[config.mk]
export PLATFORM = sky130hd
export DESIGN_NAME = uart_baud_divisor_calculator_top_flat
export DESIGN_NICKNAME = d
export VERILOG_FILES = /design/src/design/udc_pkg.sv /design/src/design/udc_req_if.sv /design/src/design/udc_rsp_if.sv /design/src/design/uart_baud_divisor_calculator_top.sv /design/src/design/udc_ucode_rom.sv /design/src/design/udc_datapath.sv /design/src/flat_wrapper.sv
export SDC_FILE = /design/constraint.sdc
export NUM_CORES = 1
export LEC_CHECK = 0
export BUFFER_PORTS_ARGS = -buffer_cell sky130_fd_sc_hd__buf_2
export CAP_MARGIN = 10
export CORE_MARGIN = 4
export CORE_UTILIZATION = 36
export DETAILED_ROUTE_END_ITERATION = 12
export PLACE_DENSITY = 0.51
export SLEW_MARGIN = 20
export SYNTH_ARGS = -nofsm -noshare
export SYNTH_HDL_FRONTEND = slang
export SYNTH_HIERARCHICAL = 1
export SYNTH_SLANG_ARGS = --single-unit
[constraint.sdc]
create_clock -name clk_i -period 16.3 [get_ports clk_i]
set_input_delay 1.63 -clock clk_i [delete_from_list [all_inputs] [get_ports clk_i]]
set_output_delay 1.63 -clock clk_i [all_outputs]
set_load 0.01 [all_outputs]
[src/design/udc_pkg.sv]
// Shared types, constants and a helper function of the UART baud divisor calculator.
// Depends on nothing; every other design file imports it.
package udc_pkg;

  localparam int unsigned NUM_RATES = 10;
  localparam int unsigned IdxW      = 4;
  localparam int unsigned ClkW      = 25;
  localparam int unsigned RateW     = 18;
  localparam int unsigned BoundW    = 25;
  localparam int unsigned DivW      = ClkW + 4;
  localparam int unsigned DivCntW   = 5;
  localparam int unsigned StepW     = 4;

  localparam logic [IdxW-1:0]    RateTop     = IdxW'(NUM_RATES - 1);
  localparam logic [DivCntW-1:0] DivLastStep = DivCntW'(DivW - 1);

  localparam logic [6:0] MinRatio   = 7'd48;
  localparam logic [6:0] RatioPlain = 7'd34;
  localparam logic [6:0] RatioOdd   = 7'd69;

  localparam logic [15:0] PrescOdd   = 16'd4;
  localparam logic [7:0]  ModOdd     = 8'h3A | 8'h01;
  localparam logic [15:0] PrescPlain = 16'd2;
  localparam logic [7:0]  ModPlain   = 8'h26 | 8'h01;

  localparam logic [ClkW-1:0] LowClkReset  = 25'd32768;
  localparam logic [ClkW-1:0] HighClkReset = 25'd16000000;

  // Configuration register indexes.
  localparam logic CfgLowClk  = 1'b0;
  localparam logic CfgHighClk = 1'b1;

  // Microcode step addresses.
  localparam logic [StepW-1:0] StWait    = 4'd0;
  localparam logic [StepW-1:0] StTstLow  = 4'd1;
  localparam logic [StepW-1:0] StTstHigh = 4'd2;
  localparam logic [StepW-1:0] StTst34   = 4'd3;
  localparam logic [StepW-1:0] StIdxZero = 4'd4;
  localparam logic [StepW-1:0] StDec     = 4'd5;
  localparam logic [StepW-1:0] StErr     = 4'd6;
  localparam logic [StepW-1:0] StTst69   = 4'd7;
  localparam logic [StepW-1:0] StDivInit = 4'd8;
  localparam logic [StepW-1:0] StDivStep = 4'd9;
  localparam logic [StepW-1:0] StResult  = 4'd10;
  localparam logic [StepW-1:0] StRestart = 4'd11;

  typedef enum logic [3:0] {
    OP_NOP,
    OP_LOAD,
    OP_TST_LOW,
    OP_TST_HIGH,
    OP_TST_34,
    OP_TST_69,
    OP_DEC,
    OP_ERR,
    OP_DIV_INIT,
    OP_DIV_STEP,
    OP_RESULT
  } op_e;

  typedef enum logic [2:0] {
    C_NEXT,
    C_ALWAYS,
    C_NOT_FIRE,
    C_HIT,
    C_IDX_ZERO,
    C_DIV_MORE,
    C_OUT_BLOCKED
  } cond_e;

  typedef enum logic [2:0] {
    MODE_LOW,
    MODE_HIGH,
    MODE_ODD,
    MODE_PLAIN,
    MODE_ERR
  } mode_e;

  typedef struct packed {
    op_e              op;
    cond_e            cond;
    logic [StepW-1:0] target;
  } ctrl_word_t;

  typedef struct packed {
    logic hit;
    logic idx_zero;
    logic div_more;
    logic out_blocked;
  } dp_status_t;

  function automatic logic [RateW-1:0] rate_of(input logic [IdxW-1:0] idx);
    logic [RateW-1:0] r;
    unique case (idx)
      4'd0:    r = 18'd300;
      4'd1:    r = 18'd1200;
      4'd2:    r = 18'd2400;
      4'd3:    r = 18'd4800;
      4'd4:    r = 18'd9600;
      4'd5:    r = 18'd19200;
      4'd6:    r = 18'd38400;
      4'd7:    r = 18'd57600;
      4'd8:    r = 18'd115200;
      4'd9:    r = 18'd230400;
      default: r = '0;
    endcase
    return r;
  endfunction

endpackage

[src/design/udc_req_if.sv]
// Request channel of the baud divisor calculator: valid, ready and the rate index.
// Depends on udc_pkg.
interface udc_req_if import udc_pkg::*; ();
  logic            valid;
  logic            ready;
  logic [IdxW-1:0] requested_rate_index;

  modport source (output valid, output requested_rate_index, input ready);
  modport sink   (input valid, input requested_rate_index, output ready);
endinterface

[src/design/udc_rsp_if.sv]
// Result channel of the baud divisor calculator: valid, ready and the divisor settings.
// Depends on udc_pkg.
interface udc_rsp_if import udc_pkg::*; ();
  logic            valid;
  logic            ready;
  logic [IdxW-1:0] achieved_rate_index;
  logic [15:0]     prescaler;
  logic [7:0]      modulation;
  logic            clock_select;
  logic            rate_error;

  modport source (output valid, output achieved_rate_index, output prescaler,
                  output modulation, output clock_select, output rate_error, input ready);
  modport sink   (input valid, input achieved_rate_index, input prescaler,
                  input modulation, input clock_select, input rate_error, output ready);
endinterface

[src/design/uart_baud_divisor_calculator_top.sv]
// Channel  | Dir | Payload                                        | Handshake
// req_i    | in  | requested_rate_index                           | valid/ready
// rsp_o    | out | achieved_rate_index, prescaler, modulation,    | valid/ready
//          |     | clock_select, rate_error                       |
// cfg      | in  | cfg_idx_i, cfg_wdata_i                         | cfg_we_i, no stall
//
// Before the next request can be taken, the sequencer runs: the wait step, five
// microcode steps for each rate lowered past (up to nine), up to three tests on the rate
// that fits, a set-up step and 29 one-bit divider steps where a division is needed, and
// two steps to hand the result over. No fit at index 0 costs five steps there.
// A new request is taken only at the wait step. The result register frees the sequencer
// while a result waits on rsp_o.ready; the hand-over step stalls only while an earlier
// result still waits. Reset clears the step counter and the result valid and loads the
// clock defaults.
//
// Top level: step counter and jump logic around the control store and datapath.
// Depends on udc_pkg, udc_req_if, udc_rsp_if, udc_ucode_rom and udc_datapath.
module uart_baud_divisor_calculator_top import udc_pkg::*; (
  input  logic            clk_i,
  input  logic            rst_ni,
  input  logic            cfg_we_i,
  input  logic            cfg_idx_i,
  input  logic [ClkW-1:0] cfg_wdata_i,
  udc_req_if.sink         req_i,
  udc_rsp_if.source       rsp_o
);

  logic [StepW-1:0] step_q, step_d;
  ctrl_word_t       word;
  dp_status_t       status;
  logic             in_fire;
  logic             take_jump;

  assign req_i.ready = (step_q == StWait);
  assign in_fire     = req_i.valid && req_i.ready;

  udc_ucode_rom u_rom (
    .step_i (step_q),
    .word_o (word)
  );

  udc_datapath u_dp (
    .clk_i       (clk_i),
    .rst_ni      (rst_ni),
    .cfg_we_i    (cfg_we_i),
    .cfg_idx_i   (cfg_idx_i),
    .cfg_wdata_i (cfg_wdata_i),
    .op_i        (word.op),
    .in_fire_i   (in_fire),
    .in_idx_i    (req_i.requested_rate_index),
    .out_ready_i (rsp_o.ready),
    .status_o    (status),
    .out_valid_o (rsp_o.valid),
    .out_idx_o   (rsp_o.achieved_rate_index),
    .out_presc_o (rsp_o.prescaler),
    .out_mod_o   (rsp_o.modulation),
    .out_sel_o   (rsp_o.clock_select),
    .out_err_o   (rsp_o.rate_error)
  );

  always_comb begin
    unique case (word.cond)
      C_NEXT:        take_jump = 1'b0;
      C_ALWAYS:      take_jump = 1'b1;
      C_NOT_FIRE:    take_jump = !in_fire;
      C_HIT:         take_jump = status.hit;
      C_IDX_ZERO:    take_jump = status.idx_zero;
      C_DIV_MORE:    take_jump = status.div_more;
      C_OUT_BLOCKED: take_jump = status.out_blocked;
      default:       take_jump = 1'b1;
    endcase
  end

  assign step_d = take_jump ? word.target : step_q + 4'd1;

  always_ff @(posedge clk_i or negedge rst_ni) begin
    if (!rst_ni) begin
      step_q <= StWait;
    end else begin
      step_q <= step_d;
    end
  end

endmodule

[src/design/udc_ucode_rom.sv]
// Read-only control store of the calculator sequencer: one control word per step.
// Depends on udc_pkg.
module udc_ucode_rom import udc_pkg::*; (
  input  logic [StepW-1:0] step_i,
  output ctrl_word_t       word_o
);

  always_comb begin
    unique case (step_i)
      StWait:    word_o = '{op: OP_LOAD,     cond: C_NOT_FIRE,    target: StWait};
      StTstLow:  word_o = '{op: OP_TST_LOW,  cond: C_HIT,         target: StDivInit};
      StTstHigh: word_o = '{op: OP_TST_HIGH, cond: C_HIT,         target: StTst69};
      StTst34:   word_o = '{op: OP_TST_34,   cond: C_HIT,         target: StResult};
      StIdxZero: word_o = '{op: OP_NOP,      cond: C_IDX_ZERO,    target: StErr};
      StDec:     word_o = '{op: OP_DEC,      cond: C_ALWAYS,      target: StTstLow};
      StErr:     word_o = '{op: OP_ERR,      cond: C_ALWAYS,      target: StResult};
      StTst69:   word_o = '{op: OP_TST_69,   cond: C_HIT,         target: StResult};
      StDivInit: word_o = '{op: OP_DIV_INIT, cond: C_NEXT,        target: StWait};
      StDivStep: word_o = '{op: OP_DIV_STEP, cond: C_DIV_MORE,    target: StDivStep};
      StResult:  word_o = '{op: OP_RESULT,   cond: C_OUT_BLOCKED, target: StResult};
      StRestart: word_o = '{op: OP_NOP,      cond: C_ALWAYS,      target: StWait};
      default:   word_o = '{op: OP_NOP,      cond: C_ALWAYS,      target: StWait};
    endcase
  end

endmodule

[src/design/udc_datapath.sv]
// Datapath of the calculator: clock registers, ratio compare, serial divider, result register.
// Depends on udc_pkg; driven by the control word from udc_ucode_rom.
module udc_datapath import udc_pkg::*; (
  input  logic            clk_i,
  input  logic            rst_ni,
  input  logic            cfg_we_i,
  input  logic            cfg_idx_i,
  input  logic [ClkW-1:0] cfg_wdata_i,
  input  op_e             op_i,
  input  logic            in_fire_i,
  input  logic [IdxW-1:0] in_idx_i,
  input  logic            out_ready_i,
  output dp_status_t      status_o,
  output logic            out_valid_o,
  output logic [IdxW-1:0] out_idx_o,
  output logic [15:0]     out_presc_o,
  output logic [7:0]      out_mod_o,
  output logic            out_sel_o,
  output logic            out_err_o
);

  logic [ClkW-1:0]    low_clk_q, high_clk_q;
  logic [IdxW-1:0]    idx_q, idx_d;
  mode_e              mode_q, mode_d;
  logic [DivW-1:0]    div_q, div_d;
  logic [RateW-1:0]   rem_q, rem_d;
  logic [DivCntW-1:0] cnt_q, cnt_d;
  logic               out_valid_q, out_valid_d;
  logic [IdxW-1:0]    out_idx_q, out_idx_d;
  logic [15:0]        out_presc_q, out_presc_d;
  logic [7:0]         out_mod_q, out_mod_d;
  logic               out_sel_q, out_sel_d;
  logic               out_err_q, out_err_d;

  logic [RateW-1:0]  rate;
  logic [6:0]        ratio_k;
  logic [BoundW-1:0] lo_bound, hi_bound;
  logic [ClkW-1:0]   cmp_clk;
  logic              band;
  logic              hit;
  logic [RateW+1:0]  trial;
  logic [4:0]        hi_stage;
  logic              out_blocked;

  // One shared compare: clock >= k * rate, and for the exact-ratio tests also
  // clock < (k + 1) * rate, which is the same as clock / rate == k.
  assign rate    = rate_of(idx_q);
  assign cmp_clk = (op_i == OP_TST_LOW) ? low_clk_q : high_clk_q;
  assign band    = (op_i == OP_TST_34) || (op_i == OP_TST_69);

  always_comb begin
    unique case (op_i)
      OP_TST_34: ratio_k = RatioPlain;
      OP_TST_69: ratio_k = RatioOdd;
      default:   ratio_k = MinRatio;
    endcase
  end

  assign lo_bound = BoundW'(rate) * BoundW'(ratio_k);
  assign hi_bound = lo_bound + BoundW'(rate);
  assign hit      = (cmp_clk >= lo_bound) && (!band || (cmp_clk < hi_bound));

  assign trial       = {1'b0, rem_q, div_q[DivW-1]} - {2'b00, rate};
  assign out_blocked = out_valid_q && !out_ready_i;
  assign hi_stage    = div_q[7:3] + 5'd1;

  assign status_o = '{hit:         hit,
                      idx_zero:    (idx_q == '0),
                      div_more:    (cnt_q != DivLastStep),
                      out_blocked: out_blocked};

  always_comb begin
    idx_d       = idx_q;
    mode_d      = mode_q;
    div_d       = div_q;
    rem_d       = rem_q;
    cnt_d       = cnt_q;
    out_valid_d = out_valid_q && !out_ready_i;
    out_idx_d   = out_idx_q;
    out_presc_d = out_presc_q;
    out_mod_d   = out_mod_q;
    out_sel_d   = out_sel_q;
    out_err_d   = out_err_q;

    unique case (op_i)
      OP_LOAD: begin
        if (in_fire_i) begin
          idx_d  = (in_idx_i > RateTop) ? RateTop : in_idx_i;
          mode_d = MODE_ERR;
        end
      end
      OP_TST_LOW:  if (hit) mode_d = MODE_LOW;
      OP_TST_HIGH: if (hit) mode_d = MODE_HIGH;
      OP_TST_34:   if (hit) mode_d = MODE_PLAIN;
      OP_TST_69:   if (hit) mode_d = MODE_ODD;
      OP_DEC:      idx_d = idx_q - 4'd1;
      OP_ERR:      mode_d = MODE_ERR;
      OP_DIV_INIT: begin
        div_d = (mode_q == MODE_LOW) ? {low_clk_q, 4'b0000} : {high_clk_q, 4'b0000};
        rem_d = '0;
        cnt_d = '0;
      end
      OP_DIV_STEP: begin
        // Restoring division, one quotient bit per cycle, MSB first.
        if (!trial[RateW+1]) begin
          rem_d = trial[RateW-1:0];
          div_d = {div_q[DivW-2:0], 1'b1};
        end else begin
          rem_d = {rem_q[RateW-2:0], div_q[DivW-1]};
          div_d = {div_q[DivW-2:0], 1'b0};
        end
        cnt_d = cnt_q + 5'd1;
      end
      OP_RESULT: begin
        if (!out_blocked) begin
          out_valid_d = 1'b1;
          out_idx_d   = idx_q;
          out_err_d   = 1'b0;
          out_sel_d   = 1'b1;
          unique case (mode_q)
            MODE_LOW: begin
              out_sel_d   = 1'b0;
              out_presc_d = div_q[19:4];
              out_mod_d   = {4'b0000, (div_q[3:0] + 4'd1) & 4'hE};
            end
            MODE_HIGH: begin
              out_presc_d = div_q[23:8];
              out_mod_d   = {hi_stage[4:1], 4'b0001};
            end
            MODE_ODD: begin
              out_presc_d = PrescOdd;
              out_mod_d   = ModOdd;
            end
            MODE_PLAIN: begin
              out_presc_d = PrescPlain;
              out_mod_d   = ModPlain;
            end
            default: begin
              out_sel_d   = 1'b0;
              out_err_d   = 1'b1;
              out_idx_d   = '0;
              out_presc_d = '0;
              out_mod_d   = '0;
            end
          endcase
        end
      end
      default: ;
    endcase
  end

  always_ff @(posedge clk_i or negedge rst_ni) begin
    if (!rst_ni) begin
      low_clk_q   <= LowClkReset;
      high_clk_q  <= HighClkReset;
      out_valid_q <= 1'b0;
    end else begin
      if (cfg_we_i && (cfg_idx_i == CfgLowClk))  low_clk_q  <= cfg_wdata_i;
      if (cfg_we_i && (cfg_idx_i == CfgHighClk)) high_clk_q <= cfg_wdata_i;
      out_valid_q <= out_valid_d;
    end
  end

  always_ff @(posedge clk_i) begin
    idx_q       <= idx_d;
    mode_q      <= mode_d;
    div_q       <= div_d;
    rem_q       <= rem_d;
    cnt_q       <= cnt_d;
    out_idx_q   <= out_idx_d;
    out_presc_q <= out_presc_d;
    out_mod_q   <= out_mod_d;
    out_sel_q   <= out_sel_d;
    out_err_q   <= out_err_d;
  end

  assign out_valid_o = out_valid_q;
  assign out_idx_o   = out_idx_q;
  assign out_presc_o = out_presc_q;
  assign out_mod_o   = out_mod_q;
  assign out_sel_o   = out_sel_q;
  assign out_err_o   = out_err_q;

endmodule
[src/flat_wrapper.sv]
// flat-port wrapper written by rule: the top's interface ports become plain ports
module uart_baud_divisor_calculator_top_flat import udc_pkg::*;
  (clk_i, rst_ni, cfg_we_i, cfg_idx_i, cfg_wdata_i, req_i_valid, req_i_requested_rate_index, req_i_ready, rsp_o_valid, rsp_o_achieved_rate_index, rsp_o_prescaler, rsp_o_modulation, rsp_o_clock_select, rsp_o_rate_error, rsp_o_ready);
  udc_req_if req_i_i ();
  udc_rsp_if rsp_o_i ();
  input  logic clk_i;
  input  logic rst_ni;
  input  logic cfg_we_i;
  input  logic cfg_idx_i;
  input  logic [ClkW-1:0] cfg_wdata_i;
  input wire logic [$bits(req_i_i.valid)-1:0] req_i_valid;
  input wire logic [$bits(req_i_i.requested_rate_index)-1:0] req_i_requested_rate_index;
  output wire logic [$bits(req_i_i.ready)-1:0] req_i_ready;
  output wire logic [$bits(rsp_o_i.valid)-1:0] rsp_o_valid;
  output wire logic [$bits(rsp_o_i.achieved_rate_index)-1:0] rsp_o_achieved_rate_index;
  output wire logic [$bits(rsp_o_i.prescaler)-1:0] rsp_o_prescaler;
  output wire logic [$bits(rsp_o_i.modulation)-1:0] rsp_o_modulation;
  output wire logic [$bits(rsp_o_i.clock_select)-1:0] rsp_o_clock_select;
  output wire logic [$bits(rsp_o_i.rate_error)-1:0] rsp_o_rate_error;
  input wire logic [$bits(rsp_o_i.ready)-1:0] rsp_o_ready;
  assign req_i_i.valid = req_i_valid;
  assign req_i_i.requested_rate_index = req_i_requested_rate_index;
  assign req_i_ready = req_i_i.ready;
  assign rsp_o_valid = rsp_o_i.valid;
  assign rsp_o_achieved_rate_index = rsp_o_i.achieved_rate_index;
  assign rsp_o_prescaler = rsp_o_i.prescaler;
  assign rsp_o_modulation = rsp_o_i.modulation;
  assign rsp_o_clock_select = rsp_o_i.clock_select;
  assign rsp_o_rate_error = rsp_o_i.rate_error;
  assign rsp_o_i.ready = rsp_o_ready;
  uart_baud_divisor_calculator_top u_core (.clk_i(clk_i), .rst_ni(rst_ni), .cfg_we_i(cfg_we_i), .cfg_idx_i(cfg_idx_i), .cfg_wdata_i(cfg_wdata_i), .req_i(req_i_i), .rsp_o(rsp_o_i));
endmodule
==> reports/results.txt, run 1 <==
Status: finished clean
Clk root buf: clkbuf_16
Total Power Consumption: 3.15 mW
Multi-input logic area: 7960 µm²
R2R setup slack: 5570 ps
Synth async-reset ratio: 0.346
Post-synth EDFFs: 89
Combinational share of power: 0.640
Switching Share: 0.460
Psw: 1.45 mW
Final Max Slew Viols: 0
Post-CTS Hold Fix Bufs: 0
Post-route ant nets: 0
FF+latch count, synth: 159
Clock Sinks: 159
GR Overflow Total: 0
Fraction of final layout cells with drive strength greater than 1: 0.169
Commonest cells post-synth: ha_1 (154), inv_1 (122), edfxtp_1 (89), nor2_1 (89), nand2_1 (83)
Post-synth cell types: 75
RSZ-0062 raised after global routing: no
IO buf count: 66
DRT iter0 DRCs: 386
Clock slew at reported path FFs: 70 ps
Period utilization: 0.658
Dpl hpwl: 24.0 mm
Simple logic cell fraction of the synthesized area: 0.118
Worst path slowest cell: dfrtp_1
H-tree lvl count: 4
Register area: 4360 µm²
XOR/XNOR Fraction of Synth Area: 0.0419
Final setup viols: 0
Die area: 39,100 µm²
N_diodes: 0
Worst Setup End Kind: flip-flop
Skew final: 12.1 ps
Most numerous cell in the Yosys netlist: ha_1
Synth area leader: edfxtp_1
CP max FO: 27
Worst rel slew slack: 0.449
DR vias: 9,131
Hold Crit Class: flip-flop to flip-flop
Fin Setup TNS: 0 ps
P_int: 1.70 mW
Critical path origin: u_core/step_q[0]
CP arrival: 11,060 ps
Synthesized cell area: 13,000 µm²
Crit path launch type: flip-flop
Hold Crit Depth: 1
CTS tree: built
DRC: 0
Critical R2R Launch: u_core/step_q[0]
Inserted Clock Buffers: 17
Vias in the first global route: 9,238
Maxcap violations: 0
Drt first pass iters: 4
WL per Instance: 17.0 µm
Post-Route WL: 30.5 mm
Core area: 35,600 µm²
Share of the synthesized area in the top cell type: 0.206
# rows: 69
Clock Latency Late Sink: 450 ps
Io pins: 67
Syn Nets: 1,505
Dpl cell area: 13,800 µm²
First-pass GRT wire length: 49.6 mm
Synth Area in Compound Gates: 0.116
Post-route cell area: 14,400 µm²
Final Hold Violating Endpoints: 0
CTS resizes: 0
Fmax: 93.2 MHz
Synth Area in Adders: 0.232
Pre-CTS setup slack: 5580 ps
Max incr delay on CP: 540 ps
Slew @ Worst Pin: 806 ps
Vias per cell: 5.10
Seq pwr share: 0.224
GRT Util Overall: 0.160
Yosys warning count: 6
Register area share after synthesis: 0.336
Clock tree buffer depth: 2
Largest net degree at the start of global routing: 56
Fill cells: 3,480
Post-layout nets: 1,559
Final min period: 10,730 ps
Lkg Pwr: 6.48 nW
Peak supply drop: 0.0921 mV
Most used DFF post-synth: edfxtp_1
Area grow syn2layout: 11.2%
Placer Congestion: 0.830
Multiplexer area fraction after synthesis: 0.104
Power Density: 218 nW/µm²
Post-CTS Setup Inserts: 0
Initial antenna violation count: 0
Syn Inst Count: 1,262
Largest family of logic cells by synthesized area: adder cells
Die width: 198 µm
Worst-case reg-to-reg path depth: 39
Syn_area_per_cell: 10.3 µm²
Hold path start: u_core/u_dp/high_clk_q[1]
PnR worst setup slack: 5570 ps
Synth area leaders: edfxtp_1 (21%), ha_1 (15%), dfrtp_1 (9.1%)
Die Ht: 198 µm
Initial core utilization: 0.365
Critical path class: flip-flop to flip-flop
Clk pwr share: 0.136
Crit path required time: 16,630 ps
final cells by class:
| type | instances | share of cell area |
|---|---|---|
| Multi-Input combinational cell | 934 | 0.552 |
| Sequential cell | 159 | 0.302 |
| Tap cell | 461 | 0.0400 |
| Inverter | 123 | 0.0320 |
| Timing Repair Buffer | 81 | 0.0307 |
| Clock buffer | 18 | 0.0297 |
| Clock inverter | 14 | 0.0134 |
power by group through the flow:
stage / Combinational, mW / Sequential [mW] / Clock, mW
floorplan: 1.60 / 0.668 / 0
global placement: 2.01 / 0.714 / 0
detailed placement: 2.03 / 0.714 / 0
CTS: 2.04 / 0.707 / 0.444
global route: 2.32 / 0.722 / 0.457
finish: 2.01 / 0.706 / 0.430
worst max-delay path, delay by kind of cell (launching register included):
| kind | cells | cell delay, ps |
|---|---|---|
| simple gates | 11 | 2460 |
| mux | 2 | 700 |
| fa+ha+maj | 8 | 3240 |
| xor+xnor | 2 | 290 |
| compound gates | 11 | 2510 |
| flops | 1 | 540 |
| buf+inv | 5 | 850 |
layer usage:
metal | track usage | share of wire | wire length [µm] | vias to the layer above
met5 | 0 | 0 | 0 | -
met4 | 0.0449 | 0.018 | 557 | 0
met3 | 0.0272 | 0.039 | 1200 | 22
met2 | 0.259 | 0.46 | 14100 | 140
met1 | 0.221 | 0.48 | 14600 | 4425
li1 | - | - | - | 4544
state kept, by name, indices dropped and copies added (netlist names):
signal and flops:
u_core/u_dp/idx_q 4, u_core/u_dp/high_clk_q 25, u_core/u_dp/out_mod_o 8, u_core/u_dp/low_clk_q 25, u_core/u_dp/out_idx_o 4, u_core/u_dp/cnt_q 5, u_core/u_dp/out_presc_o 16, u_core/u_dp/out_err_o 1
u_core/u_dp/out_sel_o 1, u_core/u_dp/div_q 29, u_core/u_dp/rem_q 18, u_core/u_dp/rate 15, u_core/u_dp/mode_q 3, u_core/u_dp/out_valid_o 1, u_core/step_q 4
final timing paths:
check	to
max in group asynchronous	u_core/u_dp/high_clk_q[3]
min in group asynchronous	u_core/u_dp/low_clk_q[19]
max reg2reg	u_core/step_q[3]
min	u_core/u_dp/high_clk_q[1]
max	u_core/step_q[3]
min reg2reg	u_core/u_dp/high_clk_q[1]
logic make-up after synthesis:
kind of cell	count (synthesis)
AO/OA/AOI/OAI	231
multiplexers	124
adder cells (fa/ha/maj)	208
flip-flops	159
buffers and inverters	169
AND/OR/NAND/NOR	309
XOR/XNOR	62
through the flow:
step	hold WS [ps]	util	instances
after floorplan	479	-	1262
after global routing	540	0.406	1790
after CTS	514	0.406	1790
after global placement	486	0.388	1758
final	513	0.406	1790
after detailed placement	497	0.388	1758
cells in the final DEF, fill, tap and decap left out, types with 6 or more instances in the layout:
cell / n
a211oi_1: 7
a21o_1: 26
a21oi_1: 58
a22o_1: 15
a31oi_1: 7
and2_1: 8
and3_1: 13
buf_2: 66
buf_4: 15
clkbuf_16: 17
dfrtp_1: 47
dfstp_2: 8
dfxtp_1: 15
edfxtp_1: 89
fa_1: 54
ha_1: 154
inv_1: 122
mux2_2: 74
mux2i_1: 46
nand2_1: 83
nand2b_1: 16
nand3_1: 14
nor2_1: 88
nor2b_1: 17
nor3_1: 25
nor3b_1: 6
o21a_1: 10
o21ai_0: 61
xnor2_1: 35
xor2_1: 27
Note: power is estimated with default switching activity, not from simulation.
==> run 2, diff against run 1 <==
--- a/config.mk
+++ b/config.mk
@@ -10,7 +10,7 @@
 export CORE_MARGIN = 4
 export CORE_UTILIZATION = 36
 export DETAILED_ROUTE_END_ITERATION = 12
-export PLACE_DENSITY = 0.51
+export PLACE_DENSITY = 0.52
 export SLEW_MARGIN = 20
 export SYNTH_ARGS = -nofsm -noshare
 export SYNTH_HDL_FRONTEND = slang
==> constraint.sdc (replaced) <==
create_clock -name clk_i -period 9.55 [get_ports clk_i]
set_input_delay 0.955 -clock clk_i [delete_from_list [all_inputs] [get_ports clk_i]]
set_output_delay 0.955 -clock clk_i [all_outputs]
set_load 0.01 [all_outputs]
==> reports/results.txt, run 2 (same netlist as run 1, synthesis figures left out) <==
CTS tree: built
N_diodes: 0
Period utilization: 0.953
Finished Layout Cells: 1,814
Clk root buf: clkbuf_16
Post-CTS Hold Fix Bufs: 0
Post-route cell area: 14,600 µm²
Most frequent cells in the layout: ha_1 (152), inv_1 (121), edfxtp_1 (89), nor2_1 (86), nand2_1 (81)
Multi-input logic area: 8050 µm²
Peak supply drop: 0.180 mV
CP max FO: 5
Drt first pass iters: 4
Die width: 198 µm
Fmax: 110 MHz
Seq pwr share: 0.215
Post-Route WL: 31.4 mm
Largest net degree at the start of global routing: 61
Vias per cell: 5.11
Placer Congestion: 0.853
First-pass GRT wire length: 50.5 mm
GR Overflow Total: 0
CP delay by family, top: adder cells
Clock Sinks: 159
Initial antenna violation count: 0
Crit path required time: 9890 ps
Number of flip-flops in the largest register: 29
Combinational share of power: 0.663
Lkg Pwr: 6.58 nW
Worst rel slew slack: 0.347
Final Hold Violating Endpoints: 0
Final min period: 9100 ps
Critical path class: flip-flop to flip-flop
Final setup viols: 0
Inserted Clock Buffers: 17
Core area: 35,600 µm²
Io pins: 67
Hold Crit Class: flip-flop to flip-flop
Crit path launch type: flip-flop
Power Density: 376 nW/µm²
P_int: 2.95 mW
Skew final: 9.90 ps
Largest regs: u_core/u_dp/div_q: 29 flops, u_core/u_dp/high_clk_q: 25 flops, u_core/u_dp/low_clk_q: 25 flops
DR vias: 9,271
Die area: 39,100 µm²
Status: finished clean
Dpl hpwl: 24.6 mm
Maxcap violations: 0
H-tree lvl count: 4
Area grow syn2layout: 12.8%
CP arrival: 9440 ps
Placed insts: 1,776
Psw: 2.55 mW
DRC: 0
Vias in the first global route: 9,662
Final Max Slew Viols: 0
Slew @ Worst Pin: 974 ps
Clock Latency Late Sink: 450 ps
Max incr delay on CP: 560 ps
Clk pwr share: 0.122
Dpl cell area: 13,900 µm²
Clock tree buffer depth: 2
Clock slew at reported path FFs: 70 ps
Post-layout nets: 1,583
Die Ht: 198 µm
Worst path slowest cell: fa_1
Initial core utilization: 0.365
DRT iter0 DRCs: 422
WL per Instance: 17.3 µm
Fill cells: 3,484
Worst Setup End Kind: flip-flop
IO buf count: 66
Leading cell type in the layout, fill and taps excluded: ha_1
Register area: 4360 µm²
Switching Share: 0.463
Post-route ant nets: 0
Fraction of final layout cells with drive strength greater than 1: 0.197
Crit path buf inv count: 6
# rows: 69
GRT Util Overall: 0.163
Reg with most FFs: u_core/u_dp/div_q
Finished Core Util: 0.411
run 2: changes by cell type in the layout (fill, tap and decap cells not counted), sizes merged:
cell,change
buf,+24
bufinv,-2
clkinv,+1
clkinvlp,+1
run 2: power groups by stage:
stage	Combinational (mW)	Sequential [mW]	Clock, mW
detailed placement	3.55	1.20	0
CTS	3.58	1.18	0.691
finish	3.65	1.19	0.670
floorplan	2.73	1.14	0
global placement	3.51	1.20	0
global route	4.16	1.21	0.718
run 2: timing repair:
item / 4_1_cts / 5_1_grt
setup endpoints to repair: 0 / 7
hold endpoints to repair: 0 / 0
setup buffers: 0 / 6
resized for setup: 0 / 26
run 2: layout make-up:
| cell class | count | area share |
|---|---|---|
| well taps | 461 | 0.0394 |
| clock buffers | 18 | 0.0293 |
| flip-flops and latches | 159 | 0.298 |
| repair buffers | 105 | 0.0428 |
| inverters | 123 | 0.0316 |
| multi-input cells | 934 | 0.550 |
| clock inverters | 14 | 0.00898 |
run 2: per-stage QoR:
stage          setup slack (ps)  TNS [ps]  power, mW  hold WS [ps]
3_5_place_dp                177         0       4.75           492
5_1_grt                   -19.0     -62.0       6.09           531
4_1_cts                     138         0       5.46           507
6_report                    448         0       5.50           507
2_1_floorplan              36.7         0       3.86           479
3_3_place_gp                361         0       4.71           488
run 2: worst paths after layout:
path	depth (start not counted)	from	endpoint	slack (ps)
max in group asynchronous	2	rst_ni	u_core/u_dp/low_clk_q[4]	8380
hold / removal	1	u_core/u_dp/high_clk_q[1]	u_core/u_dp/high_clk_q[1]	510
min in group asynchronous	2	rst_ni	u_core/step_q[3]	640
hold reg to reg	1	u_core/u_dp/high_clk_q[1]	u_core/u_dp/high_clk_q[1]	510
setup / recovery	41	u_core/step_q[0]	u_core/step_q[1]	450
setup reg to reg	41	u_core/step_q[0]	u_core/step_q[1]	450
run 2: metal layers:
metal / vias to the layer above / track usage / wire (µm)
met3: 44 / 0.0298 / 1060
met5: - / 0 / 0
li1: 4581 / - / -
met1: 4504 / 0.215 / 14800
met4: 0 / 0.0528 / 661
met2: 142 / 0.271 / 14800
run 2: worst reg2reg max path, delay by kind of cell (launching register included):
kind                       cells  cell delay (ps)
DFF                            1              340
muxes                          2              590
AOI/OAI and AO/OA             15             2810
adders and majority gates      8             3110
xor gates and xnor gates       2              310
and+or+nand+nor                8             1240
buffers and inverters          6              600
==> run 3, diff against run 2 <==
--- a/config.mk
+++ b/config.mk
@@ -6,11 +6,12 @@
 export NUM_CORES = 1
 export LEC_CHECK = 0
 export BUFFER_PORTS_ARGS = -buffer_cell sky130_fd_sc_hd__buf_2
-export CAP_MARGIN = 10
+export CELL_PAD_IN_SITES_DETAIL_PLACEMENT = 1
+export CELL_PAD_IN_SITES_GLOBAL_PLACEMENT = 1
 export CORE_MARGIN = 4
 export CORE_UTILIZATION = 36
 export DETAILED_ROUTE_END_ITERATION = 12
-export PLACE_DENSITY = 0.52
+export PLACE_DENSITY = 0.63
 export SLEW_MARGIN = 20
 export SYNTH_ARGS = -nofsm -noshare
 export SYNTH_HDL_FRONTEND = slang
==> reports/results.txt, run 3 (same netlist as run 1, synthesis figures left out) <==
Most frequent cells in the layout: ha_1 (150), inv_1 (121), edfxtp_1 (89), nor2_1 (86), nand2_1 (79)
Dpl hpwl: 27.0 mm
Largest net degree at the start of global routing: 56
Skew final: 9.26 ps
N_diodes: 0
Largest regs: u_core/u_dp/div_q: 29 flops, u_core/u_dp/high_clk_q: 25 flops, u_core/u_dp/low_clk_q: 25 flops
Post-CTS Hold Fix Bufs: 0
Die area: 39,100 µm²
First-pass GRT wire length: 54.9 mm
Slew @ Worst Pin: 1010 ps
Io pins: 67
Period utilization: 0.966
Post-layout nets: 1,582
Peak supply drop: 0.193 mV
Number of flip-flops in the largest register: 29
P_int: 3.03 mW
Crit path launch type: flip-flop
Fraction of final layout cells with drive strength greater than 1: 0.212
CTS tree: built
Final setup viols: 0
Final Hold Violating Endpoints: 0
Fill cells: 3,967
DR vias: 9,429
Initial core utilization: 0.365
Post-route ant nets: 0
Register area: 4360 µm²
Reg with most FFs: u_core/u_dp/div_q
Clk root buf: clkbuf_16
Area grow syn2layout: 13.8%
Leading cell type in the layout, fill and taps excluded: ha_1
Post-Route WL: 34.2 mm
Placer Congestion: 0.836
Worst Setup End Kind: flip-flop
Core area: 35,600 µm²
GRT Util Overall: 0.178
Final Max Slew Viols: 0
Power Density: 390 nW/µm²
Worst path slowest cell: fa_1
Die Ht: 198 µm
Final min period: 9230 ps
Placed insts: 1,776
Clock tree buffer depth: 2
Clock Latency Late Sink: 460 ps
Combinational share of power: 0.674
Seq pwr share: 0.204
Drt first pass iters: 4
Clock Sinks: 159
Clock slew at reported path FFs: 70 ps
Initial antenna violation count: 0
CP max FO: 7
Maxcap violations: 0
WL per Instance: 18.9 µm
DRC: 0
Total Power Consumption: 5.75 mW
Lkg Pwr: 6.60 nW
CP arrival: 9570 ps
GR Overflow Total: 0
DRT iter0 DRCs: 295
H-tree lvl count: 4
Fmax: 108 MHz
Max incr delay on CP: 550 ps
Inserted Clock Buffers: 17
Clk pwr share: 0.122
Die width: 198 µm
Hold Crit Class: flip-flop to flip-flop
IO buf count: 66
Hold slack final: 514 ps
Finished Core Util: 0.415
Psw: 2.73 mW
Crit path required time: 9890 ps
Fin Setup TNS: 0 ps
Multi-input logic area: 8150 µm²
Status: finished clean
Vias in the first global route: 10,100
Switching Share: 0.474
Vias per cell: 5.20
# rows: 69
Worst rel slew slack: 0.327
Finished Layout Cells: 1,813
Critical path class: flip-flop to flip-flop
run 3: routing by layer:
layer,up-vias,GRT usage,wire length [µm]
met5,-,0,0
met4,0,0.0377,394
met3,23,0.0293,919
met2,100,0.305,16800
met1,4727,0.238,16200
li1,4579,-,-
run 3: final timing paths:
check / start / to / slack (ps) / cells past startpoint
worst max-delay path: u_core/step_q[1] / u_core/step_q[3] / 320 / 39
worst min-delay path: u_core/u_dp/high_clk_q[0] / u_core/u_dp/high_clk_q[0] / 510 / 1
worst max register to register: u_core/step_q[1] / u_core/step_q[3] / 320 / 39
worst min register to register: u_core/u_dp/high_clk_q[0] / u_core/u_dp/high_clk_q[0] / 510 / 1
max in group asynchronous: rst_ni / u_core/u_dp/low_clk_q[0] / 8380 / 2
min in group asynchronous: rst_ni / u_core/u_dp/out_valid_o / 650 / 2
run 3: timing repair:
item / in CTS / in global routing
gates resized for setup: 5 / 39
pin swaps: 1 / 5
setup buffers: 1 / 4
setup endpoints to repair: 4 / 7
run 3: layout make-up:
cell class,instances,area share
multi-input combinational,934,0.552
sequential,159,0.295
timing repair buffer,104,0.0420
tap,461,0.0391
inverter,123,0.0313
clock buffer,17,0.0288
clock inverter,15,0.0114
run 3: through the flow:
step	instance area (µm²)	setup slack, ps
detailed placement	13900	-62.9
finish	14800	324
floorplan	13000	36.7
CTS	14600	0.497
global route	14800	-60.6
global placement	13900	151
run 3: critical path: cells and delay by family (launching register included):
kind	cells	cell delay, ps
AO/OA/AOI/OAI	13	2650
XOR/XNOR	2	300
adder cells (fa/ha/maj)	8	3190
buffers and inverters	5	570
flip-flops	1	420
multiplexers	1	300
AND/OR/NAND/NOR	10	1680
run 3: power groups by stage:
stage	clock, mW	sequential (mW)	combinational [mW]
floorplan	0	1.14	2.73
global placement	0	1.18	3.63
detailed placement	0	1.18	3.72
CTS	0.729	1.17	3.78
global route	0.752	1.20	4.39
finish	0.704	1.17	3.88
